$ cat config.mk
export PLATFORM = sky130hd
export DESIGN_NAME = delay_and_weekly_switch_scheduler
export DESIGN_NICKNAME = d
export VERILOG_FILES = /design/src/hw/rtl/dsw_pkg.sv /design/src/hw/rtl/dsw_mod60.sv /design/src/hw/rtl/delay_and_weekly_switch_scheduler.sv
export SDC_FILE = /design/constraint.sdc
export NUM_CORES = 1
export LEC_CHECK = 0
export BUFFER_PORTS_ARGS = -buffer_cell sky130_fd_sc_hd__buf_2
export CORE_AREA = 2 2 274 276
export CTS_BUF_LIST = sky130_fd_sc_hd__clkbuf_8
export DETAILED_ROUTE_END_ITERATION = 8
export DIE_AREA = 0 0 276 278
export GPL_TIMING_DRIVEN = 0
export SLEW_MARGIN = 20
export SYNTH_ARGS = -nofsm -noshare
export SYNTH_HDL_FRONTEND = slang
export SYNTH_SLANG_ARGS = --single-unit
$ cat constraint.sdc
create_clock -name clock -period 19.6 [get_ports clock]
set_clock_uncertainty 0.2 [all_clocks]
set_input_delay 0 -clock clock [delete_from_list [all_inputs] [get_ports clock]]
set_output_delay 0 -clock clock [all_outputs]
set_load 0.005 [all_outputs]
$ cat src/hw/rtl/dsw_pkg.sv
// ----------------------------------------------------------------------------
// dsw_pkg
// shared types and constants of the delay and weekly switch scheduler
// ----------------------------------------------------------------------------
`default_nettype none

package dsw_pkg;

   localparam int DELAY_SLOTS_DEF  = 2;
   localparam int WEEKLY_SLOTS_DEF = 12;
   localparam int MINUTE_SECS      = 60;
   localparam int GRACE_SECS       = 5;
   localparam int TIME_W           = 32;

   localparam logic [1:0] ACT_TICK      = 2'd0;
   localparam logic [1:0] ACT_WR_DELAY  = 2'd1;
   localparam logic [1:0] ACT_WR_WEEKLY = 2'd2;

   typedef struct packed {
      logic [TIME_W-1:0] start;
      logic [15:0]       length;
      logic              turn_on;
      logic              enable;
   } dly_entry_type;

   typedef struct packed {
      logic [6:0]  days;
      logic [15:0] minute;
      logic        turn_on;
      logic        enable;
   } wk_entry_type;

endpackage

`default_nettype wire

$ cat src/hw/rtl/dsw_mod60.sv
// ----------------------------------------------------------------------------
// dsw_mod60
// remainder of a 32-bit time by sixty, registered in the cycle after start
// ----------------------------------------------------------------------------
`default_nettype none

module dsw_mod60
   import dsw_pkg::*;
(
   input  wire logic              clock,
   input  wire logic              reset,
   input  wire logic              start,
   input  wire logic [TIME_W-1:0] value,
   output logic                   done,
   output logic [5:0]             remainder
);

   localparam int NIBBLES = TIME_W / 4;
   localparam int LOW_MOD = MINUTE_SECS / 4;

   logic              done_ff;
   logic [5:0]        rem_ff;
   logic [6:0]        nib_sum_in;
   logic [4:0]        fold_in;
   logic [3:0]        mod15_in;
   logic [1:0]        lift_in;
   logic [5:0]        rem_in;

   // sixteen is one modulo fifteen, so nibble sums keep the residue;
   // the residues modulo four and fifteen are then joined
   always_comb begin
      nib_sum_in = '0;
      for (int i = 0; i < NIBBLES; i++) begin
         nib_sum_in = nib_sum_in + 7'(value[4*i +: 4]);
      end
      fold_in  = 5'(nib_sum_in[6:4]) + 5'(nib_sum_in[3:0]);
      mod15_in = (fold_in >= 5'(LOW_MOD)) ? 4'(fold_in - 5'(LOW_MOD)) : fold_in[3:0];
      lift_in  = mod15_in[1:0] - value[1:0];
      rem_in   = 6'(mod15_in) + 6'(lift_in) * 6'(LOW_MOD);
   end

   always_ff @(posedge clock) begin
      if (reset) begin
         done_ff <= 1'b0;
      end else if (start) begin
         done_ff <= 1'b1;
         rem_ff  <= rem_in;
      end
   end

   assign done      = done_ff;
   assign remainder = rem_ff;

endmodule

`default_nettype wire

$ cat src/hw/rtl/delay_and_weekly_switch_scheduler.sv
// ----------------------------------------------------------------------------
// delay_and_weekly_switch_scheduler
// one-shot delay slots and weekly slots held in two slot memories
// ----------------------------------------------------------------------------
// write transaction: accept, then ST_WRITE and ST_OUT; one transaction at a time
// tick transaction: accept, then the slot walk (one slot read per cycle,
//   14 slots), drain, finish and output; a new request waits for idle
// delay-only tick skips the weekly walk and goes from the delay walk to drain
// reset clears control, slot valid bits and the delay-only flag; slot memory
//   contents are not cleared, a slot without its valid bit reads as disabled
`default_nettype none

module delay_and_weekly_switch_scheduler
   import dsw_pkg::*;
#(
   parameter int DELAY_SLOTS  = DELAY_SLOTS_DEF,
   parameter int WEEKLY_SLOTS = WEEKLY_SLOTS_DEF
)(
   input  wire logic              clock,
   input  wire logic              reset,
   input  wire logic              req_valid,
   output logic                   req_ready,
   input  wire logic [1:0]        req_action,
   input  wire logic [3:0]        req_slot,
   input  wire logic [TIME_W-1:0] req_now_utc,
   input  wire logic [2:0]        req_weekday,
   input  wire logic [16:0]       req_second_of_day,
   input  wire logic [TIME_W-1:0] req_start_utc,
   input  wire logic [15:0]       req_minutes,
   input  wire logic [6:0]        req_day_mask,
   input  wire logic              req_enable,
   input  wire logic              req_turn_on,
   output logic                   rsp_valid,
   input  wire logic              rsp_ready,
   output logic                   rsp_fire,
   output logic                   rsp_switch_on,
   output logic [5:0]             rsp_wait_seconds,
   output logic                   rsp_delay_only
);

   localparam int DIDX_W = (DELAY_SLOTS > 1) ? $clog2(DELAY_SLOTS) : 1;
   localparam int WIDX_W = (WEEKLY_SLOTS > 1) ? $clog2(WEEKLY_SLOTS) : 1;
   localparam int REM_W  = TIME_W + 3;
   localparam int DMIN_W = TIME_W + 1;
   localparam int LATE_W = 23;
   localparam int PROD_W = 22;
   localparam logic signed [REM_W-1:0]  DLY_LATE_LIM = -REM_W'(GRACE_SECS);
   localparam logic signed [LATE_W-1:0] WK_LATE_LIM  = LATE_W'(GRACE_SECS);

   typedef enum logic [2:0] {
      ST_IDLE, ST_WRITE, ST_DWALK, ST_WWALK, ST_DRAIN, ST_FIN, ST_OUT
   } state_type;

   typedef enum logic [1:0] {EV_NONE, EV_DLY, EV_WK} ev_type;

   state_type         state_ff;
   ev_type            ev_kind_ff;
   logic [DIDX_W-1:0] d_idx_ff;
   logic [WIDX_W-1:0] w_idx_ff;
   logic [DIDX_W-1:0] ev_didx_ff;
   logic [WIDX_W-1:0] ev_widx_ff;

   dly_entry_type     dly_mem [DELAY_SLOTS];
   wk_entry_type      wk_mem  [WEEKLY_SLOTS];
   dly_entry_type     dly_rdata_ff;
   wk_entry_type      wk_rdata_ff;
   logic [DELAY_SLOTS-1:0]  dly_vld_ff;
   logic [WEEKLY_SLOTS-1:0] wk_vld_ff;

   logic [1:0]        action_ff;
   logic [3:0]        slot_ff;
   logic [TIME_W-1:0] now_ff;
   logic [2:0]        wday_ff;
   logic [16:0]       sod_ff;
   logic [TIME_W-1:0] start_ff;
   logic [15:0]       minutes_ff;
   logic [6:0]        mask_ff;
   logic              enable_ff;
   logic              turn_on_ff;

   logic              skip_ff;
   logic              fire_ff;
   logic              on_ff;
   logic              have_ff;
   logic [DMIN_W-1:0] dmin_ff;

   logic              rsp_valid_ff;
   logic              res_fire_ff;
   logic              res_on_ff;
   logic [5:0]        res_wait_ff;
   logic              res_skip_ff;
   logic              out_fire_ff;
   logic              out_on_ff;
   logic [5:0]        out_wait_ff;
   logic              out_skip_ff;

   logic              accept;
   logic              mod_start;
   logic              mod_done;
   logic [5:0]        mod_rem;
   logic              dly_we;
   logic              wk_we;
   logic [PROD_W-1:0] dly_len60_in;
   logic signed [REM_W-1:0]  dly_rem_in;
   logic [PROD_W-1:0] wk_min60_in;
   logic signed [LATE_W-1:0] wk_late_in;
   logic [7:0]        wk_days8_in;
   logic              dly_en_in;
   logic              wk_en_in;
   logic [6:0]        tick_t_in;

   assign req_ready = (state_ff == ST_IDLE);
   assign accept    = req_valid && req_ready;
   assign mod_start = accept && (req_action == ACT_TICK);

   dsw_mod60 u_mod60 (
      .clock     (clock),
      .reset     (reset),
      .start     (mod_start),
      .value     (req_now_utc),
      .done      (mod_done),
      .remainder (mod_rem)
   );

   assign dly_we = (state_ff == ST_WRITE) && (action_ff == ACT_WR_DELAY)
                   && (32'(slot_ff) < 32'(DELAY_SLOTS));
   assign wk_we  = (state_ff == ST_WRITE) && (action_ff == ACT_WR_WEEKLY)
                   && (32'(slot_ff) < 32'(WEEKLY_SLOTS));

   // slot memories, one write and one registered read port each
   always_ff @(posedge clock) begin
      if (dly_we) begin
         dly_mem[DIDX_W'(slot_ff)] <= '{start: start_ff, length: minutes_ff,
                                        turn_on: turn_on_ff, enable: enable_ff};
      end
      dly_rdata_ff <= dly_mem[d_idx_ff];
   end

   always_ff @(posedge clock) begin
      if (wk_we) begin
         wk_mem[WIDX_W'(slot_ff)] <= '{days: mask_ff, minute: minutes_ff,
                                       turn_on: turn_on_ff, enable: enable_ff};
      end
      wk_rdata_ff <= wk_mem[w_idx_ff];
   end

   always_comb begin
      dly_len60_in = PROD_W'(dly_rdata_ff.length) * PROD_W'(MINUTE_SECS);
      dly_rem_in   = REM_W'(dly_rdata_ff.start) + REM_W'(dly_len60_in)
                     - REM_W'(now_ff);
      dly_en_in    = dly_vld_ff[ev_didx_ff] && dly_rdata_ff.enable;
      wk_min60_in  = PROD_W'(wk_rdata_ff.minute) * PROD_W'(MINUTE_SECS);
      wk_late_in   = LATE_W'(sod_ff) - LATE_W'(wk_min60_in);
      wk_days8_in  = {1'b0, wk_rdata_ff.days};
      wk_en_in     = wk_vld_ff[ev_widx_ff] && wk_rdata_ff.enable
                     && wk_days8_in[wday_ff];
      tick_t_in    = 7'(MINUTE_SECS) - 7'(mod_rem);
   end

   always_ff @(posedge clock) begin
      if (reset) begin
         state_ff     <= ST_IDLE;
         ev_kind_ff   <= EV_NONE;
         dly_vld_ff   <= '0;
         wk_vld_ff    <= '0;
         skip_ff      <= 1'b0;
         rsp_valid_ff <= 1'b0;
      end else begin
         if (rsp_valid_ff && rsp_ready && (state_ff != ST_OUT)) begin
            rsp_valid_ff <= 1'b0;
         end

         // slot evaluation, in the cycle after the memory read
         unique case (ev_kind_ff)
            EV_DLY: begin
               if (dly_en_in) begin
                  if (dly_rem_in <= REM_W'(0)) begin
                     if (dly_rem_in > DLY_LATE_LIM) begin
                        fire_ff <= 1'b1;
                        on_ff   <= dly_rdata_ff.turn_on;
                     end
                     dly_vld_ff[ev_didx_ff] <= 1'b0;
                  end else if (!have_ff || (dly_rem_in[DMIN_W-1:0] < dmin_ff)) begin
                     dmin_ff <= dly_rem_in[DMIN_W-1:0];
                     have_ff <= 1'b1;
                  end
               end
            end
            EV_WK: begin
               if (wk_en_in && (wk_late_in >= LATE_W'(0)) && (wk_late_in < WK_LATE_LIM)) begin
                  fire_ff <= 1'b1;
                  on_ff   <= wk_rdata_ff.turn_on;
               end
            end
            default: begin
            end
         endcase

         unique case (state_ff)
            ST_IDLE: begin
               ev_kind_ff <= EV_NONE;
               if (accept) begin
                  action_ff  <= req_action;
                  slot_ff    <= req_slot;
                  now_ff     <= req_now_utc;
                  wday_ff    <= req_weekday;
                  sod_ff     <= req_second_of_day;
                  start_ff   <= req_start_utc;
                  minutes_ff <= req_minutes;
                  mask_ff    <= req_day_mask;
                  enable_ff  <= req_enable;
                  turn_on_ff <= req_turn_on;
                  fire_ff    <= 1'b0;
                  on_ff      <= 1'b0;
                  have_ff    <= 1'b0;
                  d_idx_ff   <= '0;
                  w_idx_ff   <= '0;
                  state_ff   <= (req_action == ACT_TICK) ? ST_DWALK : ST_WRITE;
               end
            end
            ST_WRITE: begin
               if (dly_we) begin
                  dly_vld_ff[DIDX_W'(slot_ff)] <= 1'b1;
               end
               if (wk_we) begin
                  wk_vld_ff[WIDX_W'(slot_ff)] <= 1'b1;
               end
               res_fire_ff <= 1'b0;
               res_on_ff   <= 1'b0;
               res_wait_ff <= '0;
               res_skip_ff <= skip_ff;
               state_ff    <= ST_OUT;
            end
            ST_DWALK: begin
               ev_kind_ff <= EV_DLY;
               ev_didx_ff <= d_idx_ff;
               d_idx_ff   <= d_idx_ff + 1'b1;
               if (d_idx_ff == DIDX_W'(DELAY_SLOTS - 1)) begin
                  state_ff <= skip_ff ? ST_DRAIN : ST_WWALK;
               end
            end
            ST_WWALK: begin
               ev_kind_ff <= EV_WK;
               ev_widx_ff <= w_idx_ff;
               w_idx_ff   <= w_idx_ff + 1'b1;
               if (w_idx_ff == WIDX_W'(WEEKLY_SLOTS - 1)) begin
                  state_ff <= ST_DRAIN;
               end
            end
            ST_DRAIN: begin
               ev_kind_ff <= EV_NONE;
               state_ff   <= ST_FIN;
            end
            ST_FIN: begin
               ev_kind_ff <= EV_NONE;
               if (mod_done) begin
                  res_fire_ff <= fire_ff;
                  res_on_ff   <= fire_ff && on_ff;
                  if (have_ff && (dmin_ff < DMIN_W'(tick_t_in))) begin
                     skip_ff     <= 1'b1;
                     res_skip_ff <= 1'b1;
                     res_wait_ff <= dmin_ff[5:0];
                  end else begin
                     skip_ff     <= 1'b0;
                     res_skip_ff <= 1'b0;
                     res_wait_ff <= tick_t_in[5:0];
                  end
                  state_ff <= ST_OUT;
               end
            end
            ST_OUT: begin
               ev_kind_ff <= EV_NONE;
               if (!rsp_valid_ff || rsp_ready) begin
                  rsp_valid_ff <= 1'b1;
                  out_fire_ff  <= res_fire_ff;
                  out_on_ff    <= res_on_ff;
                  out_wait_ff  <= res_wait_ff;
                  out_skip_ff  <= res_skip_ff;
                  state_ff     <= ST_IDLE;
               end
            end
            default: begin
               state_ff <= ST_IDLE;
            end
         endcase
      end
   end

   assign rsp_valid        = rsp_valid_ff;
   assign rsp_fire         = out_fire_ff;
   assign rsp_switch_on    = out_on_ff;
   assign rsp_wait_seconds = out_wait_ff;
   assign rsp_delay_only   = out_skip_ff;

endmodule

`default_nettype wire
Word level (Yosys, flattened, before mapping)
Memories as Yosys holds them, arrays and structs flattened. A register that Yosys moved wholly into a read port is not among the register bits.
Index checks and enable logic that the tools add are counted.
{"block": "op_classes", "n_lt_le_gt_ge": 17, "bitwise_logic": 6, "eq_ne": 17, "n_addsub": 17, "mux": 69, "reduce_logical": 41, "multipliers": 3}
{"operator": "$add 7x4->7", "count": 6}
{"operator": "$mul 16x4->20 const B", "count": 2}
{"operator": "$mux 1", "count": 37}
{"operator": "$gt 34x4->1 const B", "count": 1}
{"operator": "$le 34x1->1 const B", "count": 1}
{"operator": "$sub 33x32->34", "count": 1}
{"operator": "$add 32x22->33", "count": 1}
{"operator": "$lt 33x33->1", "count": 1}
{"operator": "$lt 33x7->1", "count": 1}
{"operator": "$ge 23x1->1 const B", "count": 1}
{"operator": "$lt 23x4->1 const B", "count": 1}
{"operator": "$sub 17x22->23", "count": 1}
{"operator": "$pmux 3 s7", "count": 1}
{"operator": "$logic_and 1x1->1", "count": 18}
{"operator": "$mux 3", "count": 6}
{"operator": "$reduce_and 3->1", "count": 5}
{"operator": "$mux 2", "count": 7}
{"operator": "$mux 6", "count": 2}
{"operator": "$or 12x12->12", "count": 1}
{"operator": "$pmux 1 s2", "count": 6}
{"operator": "$pmux 6 s2", "count": 1}
{"operator": "$lt 4x5->1 const B", "count": 2}
{"operator": "$reduce_and 2->1", "count": 5}
{"operator": "$reduce_and 5->1", "count": 2}
{"operator": "43 further kinds", "count": 60}
{"block": "totals", "in_bits": 119, "ff_bits": 207, "elab_cells": 206, "ram_bits": 400, "output_inout_bits": 11, "memories": 2}
{"name": "wk_mem", "words": 12, "word_bits": 25, "read_ports": 1, "rd_ports_with_merged_regs": 1, "write_ports": 1, "line": "delay_and_weekly_switch_scheduler.sv:64", "source": "wk_entry_type wk_mem [WEEKLY_SLOTS];"}
{"name": "dly_mem", "words": 2, "word_bits": 50, "read_ports": 1, "rd_ports_with_merged_regs": 1, "write_ports": 1, "line": "delay_and_weekly_switch_scheduler.sv:63", "source": "dly_entry_type dly_mem [DELAY_SLOTS];"}

Logic depth before layout (Yosys ltp)
{"block": "logic_depth", "depth_word": 13, "depth_mapped": 39, "mapped_depth_nobuf": 38}

By module
From an unflattened synthesis, not the netlist that was laid out.
{"block": "unflattened", "cells_unflattened": 2264, "hier_area_um2": 32521.2}
{"module": "delay_and_weekly_switch_scheduler", "area_each_um2": 30848.3, "n_inst": 1, "seq_area_each_um2": 19308.5, "cells_each": 2085}
{"module": "dsw_mod60", "area_each_um2": 1672.9, "n_inst": 1, "seq_area_each_um2": 200.2, "cells_each": 179}

Least setup slack after synthesis
OpenSTA, ideal clock, no wires.
{"block": "synth_path", "kind": "flip-flop to flip-flop", "startpoint": "register, netlist name dly_rdata_ff[4]", "endpoint": "register dmin_ff[0] (enable)", "n_path_buf": 1, "arrival_time_ns": 9.284, "setup_time_ns": 0.464, "path_stages_with_launch": 36, "synth_period_minus_slack_ns": 9.948, "slack_ns": 9.652, "t_required_ns": 18.936, "path_cell_list": "dfxtp_1 inv_1 fa_1 fa_1 inv_1 ha_1 a21oi_1 o21ai_0 a21oi_1 o21ai_0 a41oi_1 a211oi_1 o31ai_1 nand2b_1 a21oi_1 xnor2_1 fa_1 ha_1 clkbuf_1 a31o_1 a2111o_1 a222oi_1 o221ai_1 xnor2_1 inv_1 ha_1 nor2b_1 o21ai_0 nand2b_1 a21oi_1 nor2b_1 o21ai_0 nand2b_1 a21oi_1 o21ai_0 nor3_1"}
{"block": "synth_via", "elab_chain_cells": 6, "word_cells_on_any_way": 8, "classes_between": "2 x add/sub; 1 x mul; 2 x order compare; 1 x bitwise; 2 x reduce/logical"}
{"item": "$mul 16x4->20 (*)", "line": "delay_and_weekly_switch_scheduler.sv:148", "source": "dly_len60_in = PROD_W'(dly_rdata_ff.length) * PROD_W'(MINUTE_SECS);"}
{"item": "$add 32x22->33 (*)", "line": "delay_and_weekly_switch_scheduler.sv:149", "source": "dly_rem_in = REM_W'(dly_rdata_ff.start) + REM_W'(dly_len60_in)"}
{"item": "$sub 33x32->34 (*)", "line": "delay_and_weekly_switch_scheduler.sv:150", "source": "- REM_W'(now_ff);"}
{"item": "named net dly_rem_in[27]", "line": "delay_and_weekly_switch_scheduler.sv:104", "source": "logic signed [REM_W-1:0] dly_rem_in;"}
{"item": "$lt 33x33->1 / $le 34x1->1 (equally long branches)", "line": "delay_and_weekly_switch_scheduler.sv:183, delay_and_weekly_switch_scheduler.sv:177"}
{"item": "$logic_or 1x1->1 / $not 1->1 (equally long branches)"}
{"item": "$reduce_and 5->1 (no source line) (*)"}
{"item": "to (signal assigned)", "line": "delay_and_weekly_switch_scheduler.sv:184", "source": "dmin_ff <= dly_rem_in[DMIN_W-1:0];"}
{"item": "to (decl)", "line": "delay_and_weekly_switch_scheduler.sv:85", "source": "logic [DMIN_W-1:0] dmin_ff;"}
Mark *: on every way through the listed nets, which the timed path passes. The rest lies on a longest branch.
A chain may end at the register's enable or synchronous reset.

Final worst setup path
{"block": "layout_path", "startpoint": "register, netlist name dly_rdata_ff[4]", "endpoint": "register dmin_ff[21] (enable)"}
{"block": "layout_via", "elab_chain_cells": 6, "word_cells_on_any_way": 8, "classes_between": "2 x add/sub; 1 x mul; 2 x order compare; 1 x bitwise; 2 x reduce/logical"}
{"item": "$mul 16x4->20 (*)", "line": "delay_and_weekly_switch_scheduler.sv:148"}
{"item": "$add 32x22->33 (*)", "line": "delay_and_weekly_switch_scheduler.sv:149"}
{"item": "$sub 33x32->34 (*)", "line": "delay_and_weekly_switch_scheduler.sv:150"}
{"item": "named net dly_rem_in[27]", "line": "delay_and_weekly_switch_scheduler.sv:104"}
{"item": "$lt 33x33->1 / $le 34x1->1 (equally long branches)", "line": "delay_and_weekly_switch_scheduler.sv:183, delay_and_weekly_switch_scheduler.sv:177"}
{"item": "$logic_or 1x1->1 / $not 1->1 (equally long branches)"}
{"item": "$reduce_and 5->1 (no source line) (*)"}
Marked as above.

==> run_results.csv <==
group,metric,value,unit
run_status,status,"finished, violations left",
run_status,violations,"design-rule violations",
grt,antenna_found_initial,6,
grt,grt_pass1_vias,21170,
yosys,synth_top_area_share,53.53,%
clock_tree,cts_hold_buf,237,
cells_and_area,drive_above_1_share,16.79,%
detailed_routing,drc_errors,14,
cells_and_area,area_growth_syn_to_layout,21.68,%
clock_tree,h-tree-depth,3,
clock_tree,clk_pin_slew,0.06,ns
clock_tree,clockRootBuffer,"clkbuf_8",
grt,grt_pass1_wl,117.7,mm
timing,finalHoldViolCount,0,
detailed_routing,drtPass1Iterations,7,
timing,period_share,51.59,%
yosys,ys_ff_latch,682,
timing,min_period,10.11,ns
worst_setup_path,worstReg2RegStart,"dly_rdata_ff[4]$_DFF_P_",
timing,tightest_slew,1.060,ns
grt,grt_max_degree,31,
yosys,ys_seq_area_share,59.45,%
worst_setup_path,r2r_cells,39,
worst_setup_path,crit_start,"dly_rdata_ff[4]$_DFF_P_",
clock_tree,post-cts-setup-buffers,0,
yosys,synth_top_cells_by_area,"edfxtp_1, ha_1, fa_1, dfxtp_1, mux4_2",
flow_run,drv_cap,0,
cells_and_area,nNetsFinal,3205,
detailed_routing,wl_per_cell,19.40,um
clock_tree,clock-sinks,682,
min_path,hp-start,"req_action[1]",
placement,dp_hpwl,54.52,mm
die,io_pins,130,
placement,io_buffers,128,
worst_setup_path,critPathKind,"flop to flop",
timing,setup_tns,0,ns
yosys,ys.flop_type,"edfxtp_1",
min_path,min_path_type,"input pin to flop",
clock_tree,cts_buffers,111,
cells_and_area,layout_common_cells,"edfxtp_1, inv_1, dlygate4sd3_1, ha_1, buf_2",
timing,finalWorstSetupSlack,9.488,ns
yosys,syn_inst,2298,
yosys,syn-num-nets,2693,
detailed_routing,wl,75.14,mm
die,fp.dieArea,76730,um2
worst_setup_path,timing.critical_path.required,19.80,ns
worst_setup_path,cp.arrival,10.31,ns
worst_setup_path,critPathMaxFanout,10,
min_path,hold_end,"u_mod60.done$_SDFFE_PP0P_",
placement,dpl-instance-area,35340,um2
clock_tree,clock_latency,0.75,ns
die,die_w,276,um
worst_setup_path,reg2reg_slack,9.49,ns
clock_tree,ctsResizeCount,0,
timing,rsz0062_at_grt,"false",
cells_and_area,final_area,39930,um2
cells_and_area,mostFrequentLayoutCell,"edfxtp_1",
yosys,synth.largest_area_cell,"edfxtp_1",
die,initial_core_util,44.45,%
worst_setup_path,cp_common_cell,"o21ai_0",
worst_setup_path,critPathCaptureType,"flop",
grt,grt.overflow.total,0,
timing,finalMaxSlewViolations,0,
yosys,synth_edf_count,585,
detailed_routing,ant_nets,0,
yosys,syn_area,32820,um2
grt,grt_usage,19.85,%
worst_setup_path,critPathLaunchType,"flop",
worst_setup_path,critical_path.max_stage_delay,0.67,ns
detailed_routing,vias,20380,
die,core_area,73820,um2
timing,setup-violations-final,0,
worst_setup_path,cp_slowest_cell,"nor3_2",
worst_setup_path,reg2reg_to,"dmin_ff[21]$_DFFE_PP_",
die,num_rows,100,
detailed_routing,drt-initial-drc-count,1385,
timing,fin_hold_ws,0.08615,ns
timing,timing.fmax,0.09889,GHz
min_path,holdPathStages,4,
clock_tree,tritoncts,"yes",
timing,slew_headroom,29.33,%
yosys,async_reset_ff_share,0,%
placement,gp_congestion,0.8223,
detailed_routing,vias_per_cell,5.261,
yosys,syn_avg_cell_area,14.28,um2
yosys,ys.warnings.count,0,
die,dieHeight,278,um
yosys,ys_types,84,
clock_tree,clk_path_buf_depth,3,
placement,place_ws,9.627,ns
## cells by family after synthesis
logic type                 synth area share [%]
xor gates and xnor gates                  1.575
DFF                                       59.45
adders and majority gates                 12.96
muxes                                     8.399
buffers and inverters                     3.775
and+or+nand+nor                           6.546
AOI/OAI and AO/OA                         7.301
## registers in the layout (all words and copies together), names as in the netlist, 7 cells and up
name,cells
wk_days8_in,7
dmin_ff,33
wk_rdata_ff,18
wk_mem,300
minutes_ff,16
wk_vld_ff,12
dly_rdata_ff,50
mask_ff,7
now_ff,32
start_ff,32
sod_ff,17
dly_mem,100
## per-stage QoR
stage | util, % | std cells
after floorplan | - | 2298
after global placement | 46.96 | 3395
after detailed placement | 47.87 | 3429
after CTS | 54.06 | 3870
after global routing | 54.09 | 3872
final | 54.09 | 3874
## synth_stat cells (all sizes together) (5+ instances only)
master and count:
dfxtp 97, xnor2 36, o21bai 7, o21a 23, edfxtp 585, o211ai 12
mux2i 38, nand4 28, nor3 22, a211o 5, mux4 79, a21oi 94
nor4 21, a211oi 21, o22ai 9, nor2 108, a21boi 5, inv 261
or4 5, nor4b 6, nand3 25, o31ai 13, or2 13, or3 10
nand2 93, o21ai 96, nand3b 7, a21o 27, nor2b 20, and2 13
ha 171, and3 14, buf 12, fa 105, clkbuf 49, xor2 23
mux2 53, nand2b 27
## worst max path at each step
| stage | to | slack, ns | depth (start not counted) |
|---|---|---|---|
| final | dmin_ff[21]$_DFFE_PP_ | 9.49 | 39 |
| after global routing | dmin_ff[21]$_DFFE_PP_ | 8.81 | 38 |
| after CTS | dmin_ff[21]$_DFFE_PP_ | 9.57 | 37 |
| after detailed placement | dmin_ff[10]$_DFFE_PP_ | 9.63 | 37 |
| after global placement | dmin_ff[10]$_DFFE_PP_ | 7.28 | 35 |
| after floorplan | dmin_ff[0]$_DFFE_PP_ | 9.65 | 35 |
## area by class of cell
type / count / area (um2)
antenna: 4 / 10.01
buffer: 61 / 260.3
clock buffer: 125 / 1720
clock inverter: 79 / 476.7
fill: 6076 / 33890
inverter: 261 / 982.2
multi-input combinational: 1294 / 12200
sequential: 682 / 19510
tap: 969 / 1212
timing repair buffer: 399 / 3563
## worst max-delay path, delay by kind of cell, from the launching register on
kind	cells	cell delay (ns)
AND/OR/NAND/NOR	8	1.38
flip-flops	1	0.39
XOR/XNOR	1	0.45
adder cells (fa/ha/maj)	6	2.40
AO/OA/AOI/OAI	17	3.93
buffers and inverters	7	1.05
## per-layer routing
layer / track usage (%) / up-vias / part of all wire [%]
met1: 28.20 / 10180 / 46
met4: 5.899 / 2 / 1.7
met3: 3.450 / 97 / 5.8
met5: 0 / - / 0.015
li1: - / 9563 / -
met2: 31.46 / 540 / 46
Power is not shown: default switching activity piles up to over one toggle a cycle in this logic, so the estimate is an artifact.
